## src/sv/tcw_fifo.sv

```systemverilog
`timescale 1ns / 1ps

module tcw_fifo
	#(
		parameter int WIDTH = 31,
		parameter int DEPTH = 2
	)
	(
		input  logic             clk,
		input  logic             arst_n,
		input  logic             push,
		input  logic [WIDTH-1:0] wdata,
		output logic             full,
		input  logic             pop,
		output logic [WIDTH-1:0] rdata,
		output logic             empty
	);

	localparam int PTR_W = (DEPTH > 1) ? $clog2(DEPTH) : 1;
	localparam int CNT_W = $clog2(DEPTH + 1);

	logic [WIDTH-1:0] mem_q [DEPTH];
	logic [PTR_W-1:0] wr_ptr_q;
	logic [PTR_W-1:0] rd_ptr_q;
	logic [CNT_W-1:0] cnt_q;
	logic             do_push;
	logic             do_pop;

	assign full    = (cnt_q == CNT_W'(DEPTH));
	assign empty   = (cnt_q == '0);
	assign do_push = push & ~full;
	assign do_pop  = pop & ~empty;
	assign rdata   = mem_q[rd_ptr_q];

	// Advance pointers and count
	always_ff @(posedge clk or negedge arst_n) begin
		if (!arst_n) begin
			wr_ptr_q <= '0;
			rd_ptr_q <= '0;
			cnt_q    <= '0;
		end else begin
			if (do_push) begin
				wr_ptr_q <= (wr_ptr_q == PTR_W'(DEPTH - 1)) ? '0 : wr_ptr_q + 1'b1;
			end
			if (do_pop) begin
				rd_ptr_q <= (rd_ptr_q == PTR_W'(DEPTH - 1)) ? '0 : rd_ptr_q + 1'b1;
			end
			if (do_push && !do_pop) begin
				cnt_q <= cnt_q + 1'b1;
			end else if (do_pop && !do_push) begin
				cnt_q <= cnt_q - 1'b1;
			end
		end
	end

	// Store the incoming item
	always_ff @(posedge clk) begin
		if (do_push) begin
			mem_q[wr_ptr_q] <= wdata;
		end
	end

endmodule

```

## config.mk

```make
export PLATFORM = sky130hd
export DESIGN_NAME = tcw_fifo
export DESIGN_NICKNAME = d
export VERILOG_FILES = /design/src/sv/tcw_fifo.sv
export SDC_FILE = /design/constraint.sdc
export NUM_CORES = 1
export LEC_CHECK = 0
export ABC_AREA = 1
export BUFFER_PORTS_ARGS = -buffer_cell sky130_fd_sc_hd__buf_2
export CORE_ASPECT_RATIO = 0.9
export CORE_MARGIN = 2
export CORE_UTILIZATION = 40
export DETAILED_ROUTE_END_ITERATION = 16
export PLACE_DENSITY_LB_ADDON = 0.1
export SLEW_MARGIN = 20
export SYNTH_ARGS = -nofsm -noshare
export SYNTH_HDL_FRONTEND = slang
export SYNTH_SLANG_ARGS = --single-unit
```

## constraint.sdc

```tcl
create_clock -name clk -period 3.1 [get_ports clk]
set_input_delay 0.62 -clock clk [delete_from_list [all_inputs] [get_ports clk]]
set_output_delay 0.62 -clock clk [all_outputs]
set_load 0.02 [all_outputs]
```

==> results.cfg, run 1 <==
[clock_network]
worstSkewPairLatency_ns = 0.33
numCtsBuffers = 9
cts_tree = yes
cts_resized = 0
clockBufferDepth = 2
cts_hold_buf = 0
path_clk_slew_ns = 0.07
clock-sinks = 66
cts-htree-levels = 3
post_cts_buffers = 0
clock-root-buffer = clkbuf_8

[worst_setup_path]
end_kind = primary output
crit_fanout = 32
r2r_end = mem_q[1][4]$_DFFE_PP_
cp-start-kind = register
cp.arrival_ns = 1.53
ff2ff_setup_slack_ns = 1.50
critPathKind = reg2out
r2r_cells = 3
crit_required_ns = 2.48
regToRegStartpoint = cnt_q[0]$_DFFE_PN0P_

[sta]
fin_crit_ns = 2.151
tns_ns = 0
timing.slew.headroom_pct = 61.12
rsz0062_at_grt = no
fin_crit_sh_pct = 69.39
fmax_ghz = 0.4649
hold_ws_ns = 0.08033
clock_skew_ns = 0.006294
setup_viol = 0
hold_violations = 0
worst_pin_slew_ns = 0.5823
setup_ws_ns = 0.9488
drv_slew = 0

[synthesis]
synth_fp_nets = 230
synth_area_sq_mm = 0.002492
syn_inst = 194
synth_seq_area_share_pct = 78.71
synth_cell_types = 16
yosys_warnings = 0
yosys_register_bits = 66
avgSynthCellArea_sq_um = 12.85

[cells_and_area]
syn2layout_area_growth_pct = 24.95
antennaDiodeCount = 0
drive_above_1_share_pct = 33.82
fin_cells = 347
final_common_cell = nand2_1
fin_nets = 306
final_cell_mix = nand2_1, buf_2, edfxtp_1

[detailed_routing]
first_pass_iters = 4
vias = 1569
wl_per_cell_microns = 13.04
drt-total-wl_microns = 4526
drt_iter0_markers = 95
drc = 0
avgViaCountPerCell = 4.522
antenna_left = 0

[global_route]
grt_use_total_pct = 14.39
antenna_found_initial = 0
gr-total-overflow = 0
grt_max_degree = 33
grt_pass1_wl_microns = 7120
grt_pass1_vias = 1541

[die]
initial_core_util_pct = 40.99
die_x_microns = 87.21
num_rows = 27
io_pins = 68
fp.dieH_microns = 78.89
fp.coreArea_sq_mm = 0.006081
die_area_sq_mm = 0.006879

[power]
power_uw = 3104
cellPowerDensity_mw_per_mm2 = 996.8
ir_drop_mv = 0.4100
p_leak_uw = 0.001386

[placed_design]
dp_hpwl_microns = 2892
dp.cells = 331
numPortBuffers = 67
globalplace.congestion = 0.7114
dp_slack_ns = 1.267

[job]
maxCapViolCount = 0

[run_status]
outcome = finished, final reports clean

[worst_hold_path]
min_path_type = in2async
per-stage QoR:
step	area (sq um)	util, %
6_report	3114	51.21
5_1_grt	3114	51.21
4_1_cts	3114	51.21
3_5_place_dp	2920	48.02
3_3_place_gp	2920	48.02
2_1_floorplan	2492	-
critical path, stage by stage (launching register included):
cell and delay, ns:
dfrtp_1 0.39, inv_2 0.44, nand2_1 0.11, nand2_1 0.09
buf_2 0.16
how the worst max path moves through the flow:
stage	from	endpoint
floorplan	push	mem_q[1][0]$_DFFE_PP_
detailed placement	rd_ptr_q$_DFFE_PN0P_	rdata[14]
finish	rd_ptr_q$_DFFE_PN0P_	rdata[17]
global route	rd_ptr_q$_DFFE_PN0P_	rdata[14]
CTS	rd_ptr_q$_DFFE_PN0P_	rdata[14]
global placement	push	mem_q[1][0]$_DFFE_PP_
registers in the layout, indices dropped and copies added, names as in the netlist:
signal / flops
rd_ptr_q: 1
cnt_q: 2
mem_q: 62
wr_ptr_q: 1
Yosys cell counts:
cell      instances  area, sq um
edfxtp_1         62         1862
dfrtp_1           4        100.1
nand2_1         102        382.9
o21ai_1           2        10.01
buf_4             3        22.52
inv_1             6        22.52
nor2_4            1        11.26
nand4_1           1        6.260
inv_2             2        7.510
nor2_2            1        6.260
nand3_1           1        5.000
buf_2             4        20.02
nor2_1            2        7.510
nand3b_1          1        7.510
ha_1              1        12.51
xnor2_1           1        8.760
kinds of logic (layout without fill, tap and decap cells):
logic type,Yosys count,after routing,share of synthesized area (%)
AND/OR/NAND/NOR,109,109,17.12
flip-flops,66,66,78.72
buffers and inverters,15,96,2.912
AO/OA/AOI/OAI,2,2,0.4016
adder cells (fa/ha/maj),1,1,0.5019
XOR/XNOR,1,1,0.3515
layer usage:
layer | up-vias | track usage, % | routed length, microns
met4 | 0 | 4.615 | 31
li1 | 796 | - | -
met1 | 719 | 15.91 | 1942
met2 | 49 | 24.27 | 2238
met5 | - | 0 | 0
met3 | 5 | 7.069 | 314
power breakdown:
group	internal [uW]	leakage (uW)	switching [uW]	total, uW
clock	369	0.0000990	319	688
combinational	334	0.000662	801	1130
sequential	1220	0.000625	64.1	1280
area by class of cell:
cell class | instances | area [sq um]
fillers | 553 | 2967
flip-flops and latches | 66 | 1962
multi-input cells | 113 | 465.4
repair buffers | 72 | 372.9
clock buffers | 9 | 123.9
well taps | 72 | 90.09
clock inverters | 7 | 70.07
inverters | 8 | 30.03
No activity file was read; power rests on OpenSTA's default activity.
==> inputs of run 2 (changes only) <==
Clock period 3.1 ns to 1.9 ns, I/O delays scaled along.
==> run 2 against run 1 <==
  * Setup slack got worse by 0.83 ns
  * Sequential power up 63%
  * Highest routed layer unchanged
  * First-iteration DRC count unchanged
  * Flip-flop and latch count did not move
  * Sequential share of layout area increased by 0.18 points
  * Critical path depth up 1
  * Clock skew decreased by 0.0012 ns
  * Core utilization is 0.14 points lower
  * Power up 58%
==> results.cfg, run 2 (same netlist as run 1, synthesis figures left out) <==
[clock_network]
cts_hold_buf = 1
numCtsBuffers = 9
cts_resized = 0
cts_tree = yes
worstSkewPairLatency_ns = 0.32
post_cts_buffers = 0
cts-htree-levels = 3
clock-root-buffer = clkbuf_8
path_clk_slew_ns = 0.06
clock-sinks = 66
clockBufferDepth = 2

[power]
p_int_uw = 3031
cellPowerDensity_mw_per_mm2 = 1580
p_switching_uw = 1875
power_uw = 4906
switching_share_pct = 38.21
ir_drop_mv = 0.7751
p_leak_uw = 0.001380
p_seq_share_pct = 42.7
p_clk_share_pct = 18.7
comb_power_share_pct = 38.6

[worst_setup_path]
cpPeakStageDelay_ns = 0.39
critPathKind = reg2out
cp.arrival_ns = 1.40
cp-start-kind = register
crit_slowest_cell = dfrtp_1
worstPathCellList = inv_2 > buf_12 > nand2_1 > nand2_1 > buf_2
path_common_cell = nand2_1
crit_required_ns = 1.52
crit_fanout = 21
end_kind = primary output

[sta]
tns_ns = 0
hold_violations = 0
worst_pin_slew_ns = 0.3469
fin_crit_sh_pct = 93.69
fin_crit_ns = 1.780
setup_ws_ns = 0.1198
rsz0062_at_grt = no
drv_slew = 0
setup_viol = 0
fmax_ghz = 0.5617
clock_skew_ns = 0.005084
timing.slew.headroom_pct = 76.87

[die]
fp.dieH_microns = 78.89
initial_core_util_pct = 40.99
num_rows = 27
die_x_microns = 87.21
die_area_sq_mm = 0.006879
fp.coreArea_sq_mm = 0.006081
io_pins = 68

[detailed_routing]
avgViaCountPerCell = 4.527
first_pass_iters = 4
drc = 0
drt_iter0_markers = 95
vias = 1571
drt-total-wl_microns = 4471
antenna_left = 0
wl_per_cell_microns = 12.88

[cells_and_area]
syn2layout_area_growth_pct = 24.60
fin_cells = 347
fin_nets = 307
top_register = mem_q
n_fill_cell = 546
final_cell_mix = nand2_1, buf_2, edfxtp_1
largestRegisters = mem_q x62, cnt_q x2
drive_above_1_share_pct = 32.36
antennaDiodeCount = 0
largest_register_ffs = 62
final_common_cell = nand2_1

[placed_design]
globalplace.congestion = 0.7275
dp_hpwl_microns = 2876
numPortBuffers = 67
dp_slack_ns = 0.4304
dp.cells = 331

[worst_hold_path]
min_path_type = in2reg

[job]
maxCapViolCount = 0

[global_route]
grt_use_total_pct = 13.90
grt_max_degree = 33
antenna_found_initial = 0
grt_pass1_wl_microns = 7038
gr-total-overflow = 0
grt_pass1_vias = 1471

[run_status]
outcome = finished, final reports clean
run 2: area by class of cell:
class,instances,area (sq um),area share [%]
Clock buffer,10,127.6,4.110
Clock inverter,5,22.52,0.7252
Inverter,8,30.03,0.9670
Multi-Input combinational cell,113,465.4,14.99
Sequential cell,66,1962,63.17
Tap cell,72,90.09,2.901
Timing Repair Buffer,73,407.9,13.13
run 2: power by group through the flow:
stage	clock, uW	sequential, uW	combinational (uW)
floorplan	0	2100	1280
global placement	0	2120	1930
detailed placement	0	2120	1930
CTS	966	2100	1940
global route	1040	2120	2090
finish	918	2090	1890
run 2: stage by stage:
| stage | hold slack (ns) | cell area, sq um | utilization, % |
|---|---|---|---|
| after floorplan | 0.08441 | 2495 | - |
| after global placement | 0.1936 | 2945 | 48.44 |
| after detailed placement | 0.1923 | 2945 | 48.44 |
| after CTS | 0.2229 | 3105 | 51.07 |
| after global routing | 0.2226 | 3105 | 51.07 |
| final | 0.2435 | 3105 | 51.07 |
run 2: worst paths after layout:
path	depth (start not counted)	end	slack, ns	startpoint
worst max register to register	7	cnt_q[1]$_DFFE_PN0P_	0.50	cnt_q[0]$_DFFE_PN0P_
worst min register to register	2	wr_ptr_q$_DFFE_PN0P_	0.48	wr_ptr_q$_DFFE_PN0P_
worst max-delay path	5	rdata[9]	0.12	rd_ptr_q$_DFFE_PN0P_
min in group asynchronous	2	rd_ptr_q$_DFFE_PN0P_	0.39	arst_n
worst min-delay path	1	mem_q[1][22]$_DFFE_PP_	0.24	wdata[22]
max in group asynchronous	2	cnt_q[1]$_DFFE_PN0P_	1.40	arst_n
run 2: routing by layer:
metal / up-vias / global-route usage [%] / part of all wire [%]
met3: 7 / 4.054 / 5.3
met4: 0 / 7.385 / 1.9
met5: - / 0 / 0
li1: 796 / - / -
met2: 47 / 21.60 / 47
met1: 721 / 17.59 / 46
run 2: worst max-delay path, delay by kind of cell, from the launching register on:
family	cells	cell delay (ns)
flip-flops	1	0.39
buffers and inverters	3	0.56
AND/OR/NAND/NOR	2	0.13
