$ cat src/sv/tcw_pkg.sv
`timescale 1ns / 1ps

package tcw_pkg;

	// Operation codes on the op port
	localparam logic [2:0] OP_PUT_CHAR     = 3'd0;
	localparam logic [2:0] OP_WRITE_CELL   = 3'd1;
	localparam logic [2:0] OP_SET_CURSOR   = 3'd2;
	localparam logic [2:0] OP_CLEAR_SCREEN = 3'd3;
	localparam logic [2:0] OP_CLEAR_ROW    = 3'd4;
	localparam logic [2:0] OP_READ_CELL    = 3'd5;

	// Character and attribute constants
	localparam logic [7:0] NEWLINE_CHAR = 8'h0A;
	localparam logic [7:0] BLANK_CHAR   = 8'h20;
	localparam logic [7:0] BLANK_ATTR   = 8'h0F;

	// Command kinds after decode in the front
	typedef enum logic [2:0] {
		K_PUT,
		K_NEWLINE,
		K_WRITE,
		K_SET,
		K_CLR_SCREEN,
		K_CLR_ROW,
		K_READ,
		K_NOP
	} tcw_kind_t;

	// Back sequencer states
	typedef enum logic [2:0] {
		B_IDLE,
		B_READ,
		B_BLANK,
		B_CLEAR,
		B_DONE
	} tcw_state_t;

	// Decoded command passed from front to back
	typedef struct packed {
		tcw_kind_t  kind;
		logic [7:0] ch;
		logic [7:0] attr;
		logic [6:0] col;
		logic [4:0] row;
	} tcw_cmd_t;

	// Result item as stored in the result queue
	typedef struct packed {
		logic [6:0] cursor_col;
		logic [4:0] cursor_row;
		logic [7:0] cell_char;
		logic [7:0] cell_attr;
		logic       scrolled;
	} tcw_res_t;

endpackage

$ cat src/sv/tcw_front.sv
`timescale 1ns / 1ps

module tcw_front
	import tcw_pkg::*;
	#(
		parameter int COLUMNS = 80,
		parameter int ROWS    = 25
	)
	(
		input  logic [2:0] op,
		input  logic [7:0] char_code,
		input  logic [7:0] attribute,
		input  logic [6:0] column,
		input  logic [4:0] row,
		output tcw_cmd_t   cmd
	);

	logic col_ok;
	logic row_ok;

	assign col_ok = (int'(column) < COLUMNS);
	assign row_ok = (int'(row) < ROWS);

	// Classify the item; drop out-of-range cell and row accesses to no-ops
	always_comb begin
		cmd.ch   = char_code;
		cmd.attr = attribute;
		cmd.col  = column;
		cmd.row  = row;
		unique case (op)
			OP_PUT_CHAR: begin
				cmd.kind = (char_code == NEWLINE_CHAR) ? K_NEWLINE : K_PUT;
			end
			OP_WRITE_CELL: begin
				cmd.kind = (col_ok && row_ok) ? K_WRITE : K_NOP;
			end
			OP_SET_CURSOR: begin
				cmd.kind = K_SET;
				// Saturate the cursor at the last column and row
				if (!col_ok) begin
					cmd.col = 7'(COLUMNS - 1);
				end
				if (!row_ok) begin
					cmd.row = 5'(ROWS - 1);
				end
			end
			OP_CLEAR_SCREEN: begin
				cmd.kind = K_CLR_SCREEN;
			end
			OP_CLEAR_ROW: begin
				cmd.kind = row_ok ? K_CLR_ROW : K_NOP;
			end
			OP_READ_CELL: begin
				cmd.kind = (col_ok && row_ok) ? K_READ : K_NOP;
			end
			default: begin
				cmd.kind = K_NOP;
			end
		endcase
	end

endmodule

$ cat config.mk
export PLATFORM = sky130hd
export DESIGN_NAME = tcw_front
export DESIGN_NICKNAME = d
export VERILOG_FILES = /design/src/sv/tcw_pkg.sv /design/src/sv/tcw_front.sv
export SDC_FILE = /design/constraint.sdc
export NUM_CORES = 1
export LEC_CHECK = 0
export BUFFER_PORTS_ARGS = -buffer_cell sky130_fd_sc_hd__buf_4
export CAP_MARGIN = 20
export CELL_PAD_IN_SITES_DETAIL_PLACEMENT = 0
export CELL_PAD_IN_SITES_GLOBAL_PLACEMENT = 2
export CORE_ASPECT_RATIO = 0.75
export CORE_MARGIN = 4
export CORE_UTILIZATION = 10
export DETAILED_ROUTE_END_ITERATION = 8
export PLACE_DENSITY = 0.87
export SYNTH_ARGS = -nofsm -noshare
export SYNTH_HDL_FRONTEND = slang
export SYNTH_SLANG_ARGS = --single-unit
$ cat constraint.sdc
create_clock -name vclk -period 1.15
set_input_delay 0.2875 -clock vclk [all_inputs]
set_output_delay 0.2875 -clock vclk [all_outputs]
set_load 0.1 [all_outputs]
==> results of run 1 <==
synthesized netlist by cell type, drive strengths merged:
cell and n:
and2 1, nor2b 3, o2111ai 1, a32oi 1
and4bb 1, nor4 1, inv 1, nand2 2
nor4bb 1, and2b 2, o21ai 1, o311ai 1
or2b 1, or2 4, buf 16, clkbuf 3
o21a 1, nand2b 1, nor2 3, a21oi 1
nor3 1, nand3 1
repair_timing:
| item | 4_1_cts | 5_1_grt |
|---|---|---|
| buffers inserted | 1 | 5 |
| endpoints found under the hold margin | 0 | 0 |
| resized for setup | 50 | 9 |
| setup endpoints to repair | 12 | 12 |
| pin swaps | 5 | 5 |
where the power goes:
group	switching, µW	internal, µW	total [µW]
Sequential	0	0	0
Clock	0	0	0
Combinational	474	288	762
Total	474	288	762
routing by layer:
metal	GRT usage (%)	up-vias	wire (µm)
met3	0.716	0	164
met4	0	0	0
met2	14.9	33	794
li1	-	222	-
met5	0	-	0
met1	7.24	201	467
layout by cell type (no fill, tap or decap), types with 2 or more instances in the layout:
master,n
and2b_4,2
buf_12,12
buf_4,33
buf_6,7
buf_8,6
nor2_1,3
nor2b_4,3
or2_4,4
kinds of logic after synthesis:
kind of cell    Yosys count
buf+inv                  20
simple gates             22
compound gates            6
cell type report:
cell class,count,share of cell area [%]
tap,38,4.62
multi-input combinational,28,31.2
inverter,1,0.365
timing repair buffer,58,63.8
through the flow:
| step | hold slack, ns | cells | util (%) |
|---|---|---|---|
| 3_3_place_gp | 0.576 | 121 | 25.5 |
| 3_5_place_dp | 0.576 | 121 | 25.5 |
| 4_1_cts | 0.576 | 122 | 32.6 |
| 5_1_grt | 0.575 | 125 | 34.3 |
| 2_1_floorplan | 0.779 | 48 | - |
| 6_report | 0.575 | 125 | 34.3 |
how the worst min path moves through the flow:
stage	from	endpoint	slack, ns	cells after the start
4_1_cts	attribute[2]	cmd[14]	0.58	0
6_report	attribute[0]	cmd[12]	0.58	0
2_1_floorplan	row[0]	cmd[0]	0.78	1
5_1_grt	attribute[0]	cmd[12]	0.58	0
3_3_place_gp	attribute[2]	cmd[14]	0.58	0
3_5_place_dp	attribute[2]	cmd[14]	0.58	0
==> flow_metrics.env, run 1 <==
export IMPL_violations="setup timing"
export IMPL_fin_crit_sh_pct=130
export IMPL_die_w_um=73.1
export IMPL_p_leak_uw=0.000485
export IMPL_multi_input_area_um2=322
export IMPL_syn_inst=48
export IMPL_syn_to_final_growth_pct=224
export IMPL_rsz0062_at_grt="true"
export IMPL_drt_iter0_drc=0
export IMPL_synth_xor_area_share_pct=0
export IMPL_start_util_pct=10.6
export IMPL_p_total_uw=762
export IMPL_antenna_found_initial=0
export IMPL_pwr_density_cell_mw_per_mm2=740
export IMPL_synth_area_leader_cell="buf_4"
export IMPL_hold_buffers=0
export IMPL_gp_congestion=0.691
export IMPL_drive_gt1_share_pct=88.5
export IMPL_dieArea_mm2=0.00415
export IMPL_synth_adder_area_share_pct=0
export IMPL_dp_worst_setup_slack_ns=-0.480
export IMPL_place_area_um2=764
export IMPL_viasPerCell=3.65
export IMPL_cp_end_kind="primary output"
export IMPL_synth_fp_nets=79
export IMPL_fin_tns_setup_ns=-3.27
export IMPL_crit_chain="buf_8 > o311ai_4 > and2_4 > o2111ai_4 > buf_12"
export IMPL_cp_slowest_stage_delay_ns=0.27
export IMPL_post_drt_wl_per_cell_um=11.4
export IMPL_firstDrtPassIters=1
export IMPL_vias=456
export IMPL_max_slew_margin_pct=81.4
export IMPL_yosysSeqAreaShare_pct=0
export IMPL_avgSynthCellArea_um2=6.62
export IMPL_grt_pass1_vias=495
export IMPL_fmax_ghz=0.668
export IMPL_synthMuxAreaShare_pct=0
export IMPL_synth_top_family_by_area="simple AND/OR/NAND/NOR gates"
export IMPL_synth_simple_gate_area_share_pct=43.7
export IMPL_setup_viol=12
export IMPL_nFlopsAndLatches=0
export IMPL_fp_coreArea_mm2=0.00300
export IMPL_cp_required_ns=0.86
export IMPL_syn_area_um2=318
export IMPL_worst_hold_path_type="in -> out"
export IMPL_fin_crit_ns=1.50
export IMPL_setup_ws_ns=-0.346
export IMPL_track_usage_pct=6.91
export IMPL_path_class="in -> out"
export IMPL_port_buffers=46
export IMPL_synth_compound_area_share_pct=13.8
export IMPL_slew_viol_final=0
export IMPL_vdd_ir_drop_max_mv=0.252
export IMPL_start_kind="input pin"
export IMPL_synth_cell_type_count=22
export IMPL_cap_violations=0
export IMPL_cpMaxStageDelayCell="o311ai_4"
export IMPL_fp_row_count=17
export IMPL_tightest_slew_ns=0.281
export IMPL_fillCellCount=286
export IMPL_synth_top_area_share_pct=37.8
export IMPL_cp_max_fo=2
export IMPL_ys_warn_count=0
export IMPL_nClkBuffers=0
export IMPL_seqCellArea_um2=0
export IMPL_fp_dieH_um=56.8
export IMPL_critPathCapture="cmd[28]"
export IMPL_grt_pass1_wl_mm=2.30
export IMPL_synthTopCellsByArea="buf_4 (38%), or2_1 (7.9%), nor2b_1 (5.9%)"
export IMPL_crit_family="compound AO/OA/AOI/OAI gates"
export IMPL_finalWirelength_mm=1.43
export IMPL_startpoint="row[2]"
export IMPL_ios=62
export IMPL_hold_viol=0
export IMPL_drcViolationCount=0
export IMPL_diodes=0
export IMPL_cp_arrival_ns=1.21
export IMPL_fin_nets=120
export IMPL_grt_overflow=0
export IMPL_cp_num_cells=5
export IMPL_status="complete, but fails checks"
export IMPL_crit_buf_inv=2
export IMPL_ant_nets=0
export IMPL_grt_max_degree=6
export IMPL_stdcell_area_mm2=0.00103
Note: power is estimated with default switching activity, not from simulation.
==> run 2, diff against run 1 <==
--- a/config.mk
+++ b/config.mk
@@ -7,7 +7,7 @@
 export LEC_CHECK = 0
 export BUFFER_PORTS_ARGS = -buffer_cell sky130_fd_sc_hd__buf_4
 export CAP_MARGIN = 20
-export CELL_PAD_IN_SITES_DETAIL_PLACEMENT = 0
+export CELL_PAD_IN_SITES_DETAIL_PLACEMENT = 1
 export CELL_PAD_IN_SITES_GLOBAL_PLACEMENT = 2
 export CORE_ASPECT_RATIO = 0.75
 export CORE_MARGIN = 4
==> constraint.sdc (replaced) <==
create_clock -name vclk -period 1.65
set_input_delay 0.4125 -clock vclk [all_inputs]
set_output_delay 0.4125 -clock vclk [all_outputs]
set_load 0.1 [all_outputs]
==> flow_metrics.env, run 2 (synthesis gave the netlist of run 1 again) <==
export IMPL_placed_cells=119
export IMPL_dp_hpwl_mm=1.30
export IMPL_firstDrtPassIters=2
export IMPL_fmax_ghz=0.557
export IMPL_hold_viol=0
export IMPL_grt_overflow=0
export IMPL_dieArea_mm2=0.00415
export IMPL_pwr_density_cell_mw_per_mm2=545
export IMPL_dp_worst_setup_slack_ns=-0.242
export IMPL_nClkBuffers=0
export IMPL_stdcell_area_um2=946
export IMPL_viasPerCell=3.69
export IMPL_grt_busiest_layer="met2"
export IMPL_grtUsageMet3_pct=0.894
export IMPL_port_buffers=46
export IMPL_cp_arrival_ns=1.38
export IMPL_crit_family="compound AO/OA/AOI/OAI gates"
export IMPL_grt_use_met2_pct=15.7
export IMPL_final_cells=121
export IMPL_ant_nets=0
export IMPL_antenna_found_initial=0
export IMPL_fp_coreArea_mm2=0.00300
export IMPL_drcViolationCount=0
export IMPL_fillCellCount=334
export IMPL_nFlopsAndLatches=0
export IMPL_fp_dieH_um=56.8
export IMPL_cp_slowest_stage_delay_ns=0.30
export IMPL_fin_crit_sh_pct=109
export IMPL_vdd_ir_drop_max_mv=0.186
export IMPL_cpMaxStageDelayCell="o311ai_4"
export IMPL_seqCellArea_um2=0
export IMPL_finalWirelength_mm=1.51
export IMPL_p_leak_uw=0.000440
export IMPL_tightest_slew_ns=0.285
export IMPL_slew_viol_final=0
export IMPL_fin_crit_ns=1.79
export IMPL_start_util_pct=10.6
export IMPL_start_kind="input pin"
export IMPL_path_class="in -> out"
export IMPL_violations="setup timing"
export IMPL_cap_violations=0
export IMPL_cp_max_fo=2
export IMPL_final_cell_mix="buf_4 (34), buf_12 (11), buf_6 (6)"
export IMPL_setup_viol=8
export IMPL_vias=447
export IMPL_drt_iter0_drc=4
export IMPL_status="complete, but fails checks"
export IMPL_crit_buf_inv=2
export IMPL_die_w_um=73.1
export IMPL_fin_nets=116
export IMPL_grt_pass1_wl_mm=2.35
export IMPL_cp_required_ns=1.24
export IMPL_setup_ws_ns=-0.145
export IMPL_grt_pass1_vias=482
export IMPL_cp_end_kind="primary output"
export IMPL_crit_chain="buf_6 > o311ai_4 > and2_4 > o2111ai_4 > buf_12"
export IMPL_track_usage_pct=6.98
export IMPL_grt_max_degree=6
export IMPL_post_drt_wl_per_cell_um=12.5
export IMPL_fp_row_count=17
export IMPL_gp_congestion=0.679
export IMPL_worst_hold_path_type="in -> out"
export IMPL_ios=62
export IMPL_syn_to_final_growth_pct=198
export IMPL_holdWs_ns=0.825
export IMPL_met1_usage_pct=6.71
export IMPL_rsz0062_at_grt="true"
export IMPL_max_slew_margin_pct=81.2
export IMPL_layout_commonest_cell="buf_4"
export IMPL_diodes=0
export IMPL_drive_gt1_share_pct=88.0
export IMPL_place_area_um2=736
==> run 2: per-layer routing <==
layer  vias up  part of all wire, %
met5         -                    0
met1       208                   29
met3         0                  8.2
li1        216                    -
met2        23                   63
met4         0                    0
==> run 2: timing repair <==
action,in CTS,in global routing
hold buffers,0,0
setup endpoints to repair,12,12
pin swaps,5,5
buffers inserted,2,2
gates resized for setup,38,7
==> run 2: power breakdown <==
part           total [µW]  switching, µW  internal [µW]  leakage, µW
logic                 516            328            187     0.000440
registers               0              0              0            0
clock network           0              0              0            0
==> run 2: final cells by class <==
cell class	count	area [µm²]	share of cell area, %
inverter	1	3.75	0.397
tap	38	47.5	5.03
multi-input combinational	28	307	32.4
timing repair buffer	54	588	62.2
==> run 2: worst paths after layout <==
path | slack (ns) | endpoint | cells after the start | startpoint
min | 0.83 | cmd[12] | 0 | attribute[0]
max | -0.14 | cmd[28] | 5 | row[2]
==> run 2: per-stage QoR <==
step | TNS [ns] | utilization, % | power, µW
after CTS | -0.514 | 30.0 | 500
final | -0.510 | 31.5 | 516
after global placement | -1.72 | 24.5 | 434
after detailed placement | -1.85 | 24.5 | 439
after global routing | -1.04 | 31.5 | 533
after floorplan | -0.436 | - | 425
